==> src/rtl/clt_pkg.sv <==
// Shared types and constants of the CIGAR length tally unit.
package clt_pkg;

  localparam int unsigned LenW = 31;
  localparam logic [LenW-1:0] MaxLen = {LenW{1'b1}};

  // Widened product of the digit run: value * 10 + digit
  localparam int unsigned MulW = LenW + 4;

  localparam logic [7:0] CharZero  = 8'h30;
  localparam logic [7:0] CharNine  = 8'h39;
  localparam logic [7:0] CharOpS   = 8'h53;
  localparam logic [7:0] CharOpD   = 8'h44;
  localparam logic [7:0] CharOpI   = 8'h49;
  localparam logic [7:0] CharOpM   = 8'h4D;
  localparam logic [7:0] CharTab   = 8'h09;
  localparam logic [7:0] CharLf    = 8'h0A;
  localparam logic [7:0] CharFf    = 8'h0C;
  localparam logic [7:0] CharCr    = 8'h0D;
  localparam logic [7:0] CharSpace = 8'h20;

  typedef enum logic [1:0] {
    KIND_DIGIT,
    KIND_SPACE,
    KIND_OTHER
  } char_kind_e;

  typedef enum logic [2:0] {
    OP_S,
    OP_D,
    OP_I,
    OP_M,
    OP_OTHER
  } op_kind_e;

  // One classified character as it travels through the queue
  typedef struct packed {
    char_kind_e  kind;
    logic [3:0]  digit;
    op_kind_e    op;
    logic        last;
  } item_t;

endpackage

==> src/rtl/clt_in_if.sv <==
// Input channel: one CIGAR character per item.
interface clt_in_if;
  logic       valid;
  logic       ready;
  logic [7:0] char_code;
  logic       last_char;

  modport source (output valid, output char_code, output last_char, input ready);
  modport sink   (input valid, input char_code, input last_char, output ready);
endinterface

==> src/rtl/clt_out_if.sv <==
// Output channel: the three length sums of one CIGAR string per item.
interface clt_out_if;
  logic        valid;
  logic        ready;
  logic [30:0] query_length;
  logic [30:0] reference_length;
  logic [30:0] mismatch_length;
  logic        any_nonzero;

  modport source (output valid, output query_length, output reference_length,
                  output mismatch_length, output any_nonzero, input ready);
  modport sink   (input valid, input query_length, input reference_length,
                  input mismatch_length, input any_nonzero, output ready);
endinterface

==> src/rtl/clt_front.sv <==
// Front end: classify an incoming character into kind, digit value and operation.
module clt_front (
  input  logic [7:0]    char_code_i,
  input  logic          last_char_i,
  output clt_pkg::item_t item_o
);
  import clt_pkg::*;

  logic [7:0] digit_off;

  assign digit_off = char_code_i - CharZero;

  always_comb begin
    item_o.last  = last_char_i;
    item_o.digit = digit_off[3:0];
    item_o.kind  = KIND_OTHER;
    item_o.op    = OP_OTHER;
    if (char_code_i inside {[CharZero:CharNine]}) begin
      item_o.kind = KIND_DIGIT;
    end else if (char_code_i inside {CharTab, CharLf, CharFf, CharCr, CharSpace}) begin
      item_o.kind = KIND_SPACE;
    end
    case (char_code_i)
      CharOpS: item_o.op = OP_S;
      CharOpD: item_o.op = OP_D;
      CharOpI: item_o.op = OP_I;
      CharOpM: item_o.op = OP_M;
      default: item_o.op = OP_OTHER;
    endcase
  end

endmodule

==> src/rtl/clt_queue.sv <==
// Two-entry queue of classified characters between front and back.
module clt_queue (
  input  logic           clk_i,
  input  logic           rst_ni,
  input  logic           push_i,
  input  clt_pkg::item_t push_item_i,
  output logic           full_o,
  input  logic           pop_i,
  output clt_pkg::item_t head_o,
  output logic           head_valid_o
);
  import clt_pkg::*;

  logic [1:0] cnt_q, cnt_d;
  logic       wr_ptr_q, rd_ptr_q;
  item_t      mem_q [2];

  assign full_o       = (cnt_q == 2'd2);
  assign head_valid_o = (cnt_q != 2'd0);
  assign head_o       = mem_q[rd_ptr_q];

  always_comb begin
    cnt_d = cnt_q;
    if (push_i && !pop_i) begin
      cnt_d = cnt_q + 2'd1;
    end else if (pop_i && !push_i) begin
      cnt_d = cnt_q - 2'd1;
    end
  end

  always_ff @(posedge clk_i or negedge rst_ni) begin
    if (!rst_ni) begin
      cnt_q    <= 2'd0;
      wr_ptr_q <= 1'b0;
      rd_ptr_q <= 1'b0;
    end else begin
      cnt_q <= cnt_d;
      if (push_i) begin
        wr_ptr_q <= ~wr_ptr_q;
      end
      if (pop_i) begin
        rd_ptr_q <= ~rd_ptr_q;
      end
    end
  end

  always_ff @(posedge clk_i) begin
    if (push_i) begin
      mem_q[wr_ptr_q] <= push_item_i;
    end
  end

endmodule

==> src/rtl/clt_back.sv <==
// Back end: parse state, length accumulation, saturating sums and result register.
module clt_back (
  input  logic           clk_i,
  input  logic           rst_ni,
  input  clt_pkg::item_t head_i,
  input  logic           head_valid_i,
  output logic           pop_o,
  clt_out_if.source      out_o
);
  import clt_pkg::*;

  logic [LenW-1:0] acc_q, acc_d, prev_q, prev_d;
  logic            over_q, over_d, prev_over_q, prev_over_d;
  logic [1:0]      dc_q, dc_d;
  logic            stop_q, stop_d;
  logic [LenW-1:0] qsum_q, qsum_d, rsum_q, rsum_d, msum_q, msum_d;
  logic            out_valid_q;
  logic [LenW-1:0] out_q_q, out_r_q, out_m_q;
  logic            out_nz_q;

  logic            add_en;
  logic [LenW-1:0] add_len;
  op_kind_e        add_op;
  logic [MulW-1:0] mul;
  logic            load;

  function automatic logic [LenW-1:0] sat_add(input logic [LenW-1:0] a,
                                              input logic [LenW-1:0] b);
    logic [LenW:0] s;
    s = {1'b0, a} + {1'b0, b};
    return s[LenW] ? MaxLen : s[LenW-1:0];
  endfunction

  assign pop_o = head_valid_i && (!head_i.last || !out_valid_q || out_o.ready);
  assign load  = pop_o && head_i.last;
  assign mul   = ({4'b0, acc_q} << 3) + ({4'b0, acc_q} << 1) + MulW'(head_i.digit);

  always_comb begin
    acc_d       = acc_q;
    prev_d      = prev_q;
    over_d      = over_q;
    prev_over_d = prev_over_q;
    dc_d        = dc_q;
    stop_d      = stop_q;
    add_en      = 1'b0;
    add_len     = acc_q;
    add_op      = OP_OTHER;
    if (pop_o && !stop_q) begin
      case (head_i.kind)
        KIND_DIGIT: begin
          if (dc_q == 2'd0) begin
            prev_d      = '0;
            prev_over_d = 1'b0;
            acc_d       = LenW'(head_i.digit);
            over_d      = 1'b0;
          end else begin
            prev_d      = acc_q;
            prev_over_d = over_q;
            if (over_q || (|mul[MulW-1:LenW])) begin
              over_d = 1'b1;
              acc_d  = MaxLen;
            end else begin
              acc_d = mul[LenW-1:0];
            end
          end
          if (dc_q != 2'd2) begin
            dc_d = dc_q + 2'd1;
          end
          // Last digit of a run of two or more acts as the operation
          if (head_i.last) begin
            stop_d = 1'b1;
            if (dc_q != 2'd0 && !over_q) begin
              add_en  = 1'b1;
              add_len = acc_q;
            end
          end
        end
        KIND_SPACE: begin
          stop_d = 1'b1;
          if (dc_q == 2'd2 && !prev_over_q) begin
            add_en  = 1'b1;
            add_len = prev_q;
          end
        end
        default: begin
          if (dc_q == 2'd0 || over_q) begin
            stop_d = 1'b1;
          end else begin
            add_en  = 1'b1;
            add_len = acc_q;
            add_op  = head_i.op;
            dc_d    = 2'd0;
          end
        end
      endcase
    end

    qsum_d = qsum_q;
    rsum_d = rsum_q;
    msum_d = msum_q;
    if (add_en && add_op != OP_S) begin
      if (add_op != OP_D) qsum_d = sat_add(qsum_q, add_len);
      if (add_op != OP_I) rsum_d = sat_add(rsum_q, add_len);
      if (add_op != OP_M) msum_d = sat_add(msum_q, add_len);
    end
  end

  always_ff @(posedge clk_i or negedge rst_ni) begin
    if (!rst_ni) begin
      acc_q       <= '0;
      prev_q      <= '0;
      over_q      <= 1'b0;
      prev_over_q <= 1'b0;
      dc_q        <= 2'd0;
      stop_q      <= 1'b0;
      qsum_q      <= '0;
      rsum_q      <= '0;
      msum_q      <= '0;
      out_valid_q <= 1'b0;
    end else begin
      if (load) begin
        // String done: drop all parse state for the next string
        acc_q       <= '0;
        prev_q      <= '0;
        over_q      <= 1'b0;
        prev_over_q <= 1'b0;
        dc_q        <= 2'd0;
        stop_q      <= 1'b0;
        qsum_q      <= '0;
        rsum_q      <= '0;
        msum_q      <= '0;
      end else begin
        acc_q       <= acc_d;
        prev_q      <= prev_d;
        over_q      <= over_d;
        prev_over_q <= prev_over_d;
        dc_q        <= dc_d;
        stop_q      <= stop_d;
        qsum_q      <= qsum_d;
        rsum_q      <= rsum_d;
        msum_q      <= msum_d;
      end
      if (load) begin
        out_valid_q <= 1'b1;
      end else if (out_o.ready) begin
        out_valid_q <= 1'b0;
      end
    end
  end

  always_ff @(posedge clk_i) begin
    if (load) begin
      out_q_q  <= qsum_d;
      out_r_q  <= rsum_d;
      out_m_q  <= msum_d;
      out_nz_q <= |(qsum_d | rsum_d | msum_d);
    end
  end

  assign out_o.valid            = out_valid_q;
  assign out_o.query_length     = out_q_q;
  assign out_o.reference_length = out_r_q;
  assign out_o.mismatch_length  = out_m_q;
  assign out_o.any_nonzero      = out_nz_q;

  a_dc_range: assert property (@(posedge clk_i) disable iff (!rst_ni)
    dc_q != 2'd3)
    else $error("digit count out of range");

  a_over_sat: assert property (@(posedge clk_i) disable iff (!rst_ni)
    over_q |-> acc_q == MaxLen)
    else $error("oversized run not pinned at max");

  a_clear_after_last: assert property (@(posedge clk_i) disable iff (!rst_ni)
    load |=> (dc_q == 2'd0 && !stop_q && qsum_q == '0 && rsum_q == '0 && msum_q == '0))
    else $error("parse state not cleared after final character");

  a_no_overwrite: assert property (@(posedge clk_i) disable iff (!rst_ni)
    (out_valid_q && !out_o.ready) |-> !load)
    else $error("pending result overwritten");

endmodule

==> src/rtl/cigar_length_tally_unit.sv <==
// Top level of the CIGAR length tally unit: front classifier, queue, back end.
// Path: an accepted character is written to the queue, and the back end processes it
//   from the queue head; a final character's sums are loaded into the result register.
// Throughput: one character per cycle, set by the back end update (multiply-by-ten
//   add plus three saturating adds); a final character waits while a result is untaken.
// The result register frees the input side while a result waits to be taken.
// Reset (rst_ni low, asynchronous): queue empty, parse state and sums zero, no result.
module cigar_length_tally_unit (
  input  logic      clk_i,
  input  logic      rst_ni,
  clt_in_if.sink    in_ch_i,
  clt_out_if.source out_ch_o
);
  import clt_pkg::*;

  item_t front_item;
  item_t head_item;
  logic  q_full;
  logic  q_push;
  logic  q_pop;
  logic  head_valid;

  // Classify the character as it arrives
  clt_front u_front (
    .char_code_i (in_ch_i.char_code),
    .last_char_i (in_ch_i.last_char),
    .item_o      (front_item)
  );

  // Accept whenever the queue has room; the back end drains it on its own
  assign in_ch_i.ready = !q_full;
  assign q_push        = in_ch_i.valid && !q_full;

  clt_queue u_queue (
    .clk_i        (clk_i),
    .rst_ni       (rst_ni),
    .push_i       (q_push),
    .push_item_i  (front_item),
    .full_o       (q_full),
    .pop_i        (q_pop),
    .head_o       (head_item),
    .head_valid_o (head_valid)
  );

  // Parse, tally and hold the result until the sink takes it
  clt_back u_back (
    .clk_i        (clk_i),
    .rst_ni       (rst_ni),
    .head_i       (head_item),
    .head_valid_i (head_valid),
    .pop_o        (q_pop),
    .out_o        (out_ch_o)
  );

endmodule
==> src/flat_wrapper.sv <==
// flat-port wrapper written by rule: the top's interface ports become plain ports
module cigar_length_tally_unit_flat import clt_pkg::*;
  (clk_i, rst_ni, in_ch_i_valid, in_ch_i_char_code, in_ch_i_last_char, in_ch_i_ready, out_ch_o_valid, out_ch_o_query_length, out_ch_o_reference_length, out_ch_o_mismatch_length, out_ch_o_any_nonzero, out_ch_o_ready);
  clt_in_if in_ch_i_i ();
  clt_out_if out_ch_o_i ();
  input  logic clk_i;
  input  logic rst_ni;
  input wire logic [$bits(in_ch_i_i.valid)-1:0] in_ch_i_valid;
  input wire logic [$bits(in_ch_i_i.char_code)-1:0] in_ch_i_char_code;
  input wire logic [$bits(in_ch_i_i.last_char)-1:0] in_ch_i_last_char;
  output wire logic [$bits(in_ch_i_i.ready)-1:0] in_ch_i_ready;
  output wire logic [$bits(out_ch_o_i.valid)-1:0] out_ch_o_valid;
  output wire logic [$bits(out_ch_o_i.query_length)-1:0] out_ch_o_query_length;
  output wire logic [$bits(out_ch_o_i.reference_length)-1:0] out_ch_o_reference_length;
  output wire logic [$bits(out_ch_o_i.mismatch_length)-1:0] out_ch_o_mismatch_length;
  output wire logic [$bits(out_ch_o_i.any_nonzero)-1:0] out_ch_o_any_nonzero;
  input wire logic [$bits(out_ch_o_i.ready)-1:0] out_ch_o_ready;
  assign in_ch_i_i.valid = in_ch_i_valid;
  assign in_ch_i_i.char_code = in_ch_i_char_code;
  assign in_ch_i_i.last_char = in_ch_i_last_char;
  assign in_ch_i_ready = in_ch_i_i.ready;
  assign out_ch_o_valid = out_ch_o_i.valid;
  assign out_ch_o_query_length = out_ch_o_i.query_length;
  assign out_ch_o_reference_length = out_ch_o_i.reference_length;
  assign out_ch_o_mismatch_length = out_ch_o_i.mismatch_length;
  assign out_ch_o_any_nonzero = out_ch_o_i.any_nonzero;
  assign out_ch_o_i.ready = out_ch_o_ready;
  cigar_length_tally_unit u_core (.clk_i(clk_i), .rst_ni(rst_ni), .in_ch_i(in_ch_i_i), .out_ch_o(out_ch_o_i));
endmodule
==> config.mk <==
export PLATFORM = sky130hd
export DESIGN_NAME = cigar_length_tally_unit_flat
export DESIGN_NICKNAME = d
export VERILOG_FILES = /design/src/rtl/clt_pkg.sv /design/src/rtl/clt_in_if.sv /design/src/rtl/clt_out_if.sv /design/src/rtl/clt_front.sv /design/src/rtl/clt_queue.sv /design/src/rtl/clt_back.sv /design/src/rtl/cigar_length_tally_unit.sv /design/src/flat_wrapper.sv
export SDC_FILE = /design/constraint.sdc
export NUM_CORES = 1
export LEC_CHECK = 0
export ABC_AREA = 0
export BUFFER_PORTS_ARGS = -buffer_cell sky130_fd_sc_hd__buf_2
export CAP_MARGIN = 20
export CELL_PAD_IN_SITES_DETAIL_PLACEMENT = 1
export CELL_PAD_IN_SITES_GLOBAL_PLACEMENT = 2
export CORE_ASPECT_RATIO = 1.2
export CORE_MARGIN = 1
export CORE_UTILIZATION = 40
export DETAILED_ROUTE_END_ITERATION = 10
export PLACE_DENSITY_LB_ADDON = 0.12
export SYNTH_ARGS = -nofsm -noshare
export SYNTH_HDL_FRONTEND = slang
export SYNTH_SLANG_ARGS = --single-unit
==> constraint.sdc <==
create_clock -name clk_i -period 6.07 [get_ports clk_i]
set_input_delay 1.821 -clock clk_i [delete_from_list [all_inputs] [get_ports clk_i]]
set_output_delay 1.821 -clock clk_i [all_outputs]
set_load 0.02 [all_outputs]
==> flow_summary.json <==
{
  "status": "finished, final reports clean",
  "clk_pin_slew_ns": 0.06,
  "drv_slew": 0,
  "nets": 2699,
  "tightestPinTransition_ns": 0.898,
  "ir_drop_v": 0.000365,
  "post-route-util_pct": 54.5,
  "clk_latency_ns": 0.59,
  "power_density_nw_per_um2": 457,
  "gp_congestion": 0.935,
  "crit_top_cell": "buf_4",
  "placed_cells": 3094,
  "async_reset_ff_share_pct": 59.1,
  "fp-row-count": 86,
  "syn-mean-instance-area_um2": 9.46,
  "synth.area.top_cells": "dfrtp_1 22%, edfxtp_1 18%, ha_1 11%",
  "synth_top_area_share_pct": 22.1,
  "cts_buffers": 31,
  "yosysTopAreaCell": "dfrtp_1",
  "grt_max_degree": 82,
  "ys_seq_area_share_pct": 40.4,
  "clock_path_buffers": 3,
  "hpwl_um": 56600,
  "path_cells": "buf_2 > nand2b_4 > nor2_4 > nor3_4 > nand2_4 > buf_12 > buf_4 > mux2_4 > buf_4 > ha_1 > buf_4 > nand2_1 > o21bai_1 > a31oi_1 > a2111o_1 > buf_4 > nand3_1 > a31oi_2 > xnor2_1 > a31oi_2 > or3_4 > nor4_4 > nand4_1",
  "setup_viol": 0,
  "numPortBuffers": 108,
  "min_period_ns": 6.00,
  "drc": 0,
  "slowest_delay_ns": 0.46,
  "cts_num_sinks": 279,
  "slew_headroom_pct": 39.9,
  "hold_path_depth": 1,
  "synth_edf_count": 114,
  "cp_max_fo": 9,
  "diodes": 0,
  "drive_gt1_share_pct": 32.0,
  "grt_overflow": 0,
  "synth_fp_nets": 2153,
  "min_path_type": "reg2reg",
  "first_iter_violations": 679,
  "die_w_um": 199,
  "first_pass_iters": 5,
  "grt_pass1_vias": 18700,
  "htreeDepth": 1,
  "start_kind": "primary input",
  "die-area_um2": 47600,
  "start_util_pct": 40.6,
  "ys_ff_latch": 279,
  "ant_nets": 0,
  "ctsHoldBuffers": 0,
  "core-area_um2": 46100,
  "ys_warn_count": 0,
  "hold_viol": 0,
  "grt_use_total_pct": 30.1,
  "finClkSkew_ns": 0.0161,
  "synth_cells": 1976,
  "wl_per_cell_um": 22.7,
  "dieHeight_um": 239,
  "final_cells": 3163,
  "path_class": "in2reg",
  "crit_arrival_ns": 6.32,
  "tritoncts": "done",
  "end_kind": "flip-flop",
  "cp_slowest_cell": "a2111o_1",
  "power_leakage_nw": 12.3,
  "fillers": 5329,
  "vias": 17800,
  "routed_wl_um": 71700,
  "worstPathRequired_ns": 6.39,
  "cts_root_buf": "clkbuf_16",
  "fmax_mhz": 167,
  "antenna_found_initial": 0,
  "multi_input_area_um2": 11200,
  "area_delta_synth_final_pct": 34.3,
  "syn_area_um2": 18700,
  "drv_cap": 0,
  "grt_pass1_wl_um": 109000,
  "via_per_inst": 5.63,
  "r2r_cells": 21,
  "synth_cell_types": 81,
  "synthFlopType": "dfrtp_1",
  "regArea_um2": 7550,
  "min_period_over_period_pct": 98.9,
  "io_pins": 109
}
## cells in the mapped netlist (all sizes together) (9+ instances only)
cell type	number
buf	20
o31ai	9
a21o	57
mux2i	9
or3	10
nand2b	18
nor2	190
nor2b	10
nor3	50
edfxtp	114
xnor2	47
nand2	162
nand3	36
nor4	11
o21a	18
dfrtp	165
o21bai	11
o21ai	97
a211oi	18
xor2	54
nand3b	9
or2	10
o22ai	13
a31o	9
and3	14
clkbuf	72
ha	159
a21oi	156
mux2	36
a31oi	59
and2	89
a22o	34
nand4	33
inv	50
o211ai	11
## critical path: cells and delay by family
family	cells	cell delay, ns
muxes	1	0.33
adders and majority gates	1	0.28
AOI/OAI and AO/OA	5	1.26
buffers and inverters	6	0.90
xor gates and xnor gates	1	0.25
and+or+nand+nor	9	1.45
## through the flow
step / setup TNS [ns] / worst slack (ns) / hold slack [ns] / total power, mW / area, um2
3_3_place_gp: -6.01 / -1.51 / 0.480 / 9.02 / 23400
2_1_floorplan: 0 / 0.00823 / 0.460 / 6.18 / 18700
3_5_place_dp: -12.01 / -1.45 / 0.485 / 9.19 / 23400
6_report: 0 / 0.0682 / 0.505 / 11.5 / 25100
4_1_cts: 0 / 0.00387 / 0.504 / 11.3 / 24500
5_1_grt: -0.0690 / -0.0690 / 0.521 / 12.1 / 25100
## layout by cell type, fill, tap and decap left out, types with 57 or more instances in the layout
cell type / instances
and2_1: 84
a21o_1: 57
edfxtp_1: 114
buf_4: 490
ha_1: 154
o21ai_0: 81
dfrtp_1: 165
a21oi_1: 142
nand2_1: 159
buf_2: 107
nor2_1: 186
## final cells by class
class                   count  share of cell area (%)
clock inverters            14                   0.583
clock buffers              44                    3.57
flip-flops and latches    279                    30.1
inverters                  50                   0.758
well taps                 616                    3.07
multi-input cells        1555                    44.5
repair buffers            605                    17.4
## worst paths after layout
path,startpoint,end,slack (ns)
hold / removal,u_core.u_back.prev_over_q,u_core.u_back.prev_over_q,0.51
setup reg to reg,u_core.u_queue.rd_ptr_q,u_core.u_back.out_o.any_nonzero,0.44
max in group asynchronous,rst_ni,u_core.u_back.qsum_q[10],3.64
setup / recovery,out_ch_o_ready,u_core.u_back.out_o.any_nonzero,0.07
min in group asynchronous,rst_ni,u_core.u_back.msum_q[26],1.28
hold reg to reg,u_core.u_back.prev_over_q,u_core.u_back.prev_over_q,0.51
## flip-flops by register name, summed over array words and instances, names as in the netlist, 20 cells and up
signal                                cells
u_core.u_back.out_o.query_length         31
u_core.u_back.out_o.reference_length     31
u_core.u_queue.mem_q                     20
u_core.u_back.rsum_q                     31
u_core.u_back.out_o.mismatch_length      31
u_core.u_back.prev_q                     31
u_core.u_back.msum_q                     31
u_core.u_back.acc_q                      31
u_core.u_back.qsum_q                     31
## power by group
part | switching [mW] | internal [mW]
Sequential | 0.449 | 2.87
Clock | 0.826 | 1.12
Combinational | 3.62 | 2.60
Total | 4.89 | 6.59
## what timing repair did
| action | CTS | global route |
|---|---|---|
| pin swaps | 8 | 43 |
| resized for setup | 27 | 104 |
| endpoints found under the setup margin | 2 | 3 |
| cloned | 0 | 1 |
| buffers inserted | 2 | 9 |
## metal layers
| layer | share of wire [%] | wire length (um) | vias up | track usage [%] |
|---|---|---|---|---|
| li1 | - | - | 8412 | - |
| met2 | 50 | 35700 | 353 | 52.6 |
| met3 | 3.5 | 2540 | 115 | 3.05 |
| met5 | 0 | 0 | - | 0 |
| met4 | 4.6 | 3310 | 0 | 13.0 |
| met1 | 42 | 30100 | 8912 | 37.4 |
## cell families after synthesis
group,after synthesis,synth area share (%)
AO/OA/AOI/OAI,574,20.4
AND/OR/NAND/NOR,671,17.7
adder cells (fa/ha/maj),164,11.2
XOR/XNOR,101,4.73
multiplexers,45,2.65
buffers and inverters,142,2.97
flip-flops,279,40.4
(Power assumes the default switching activity.)
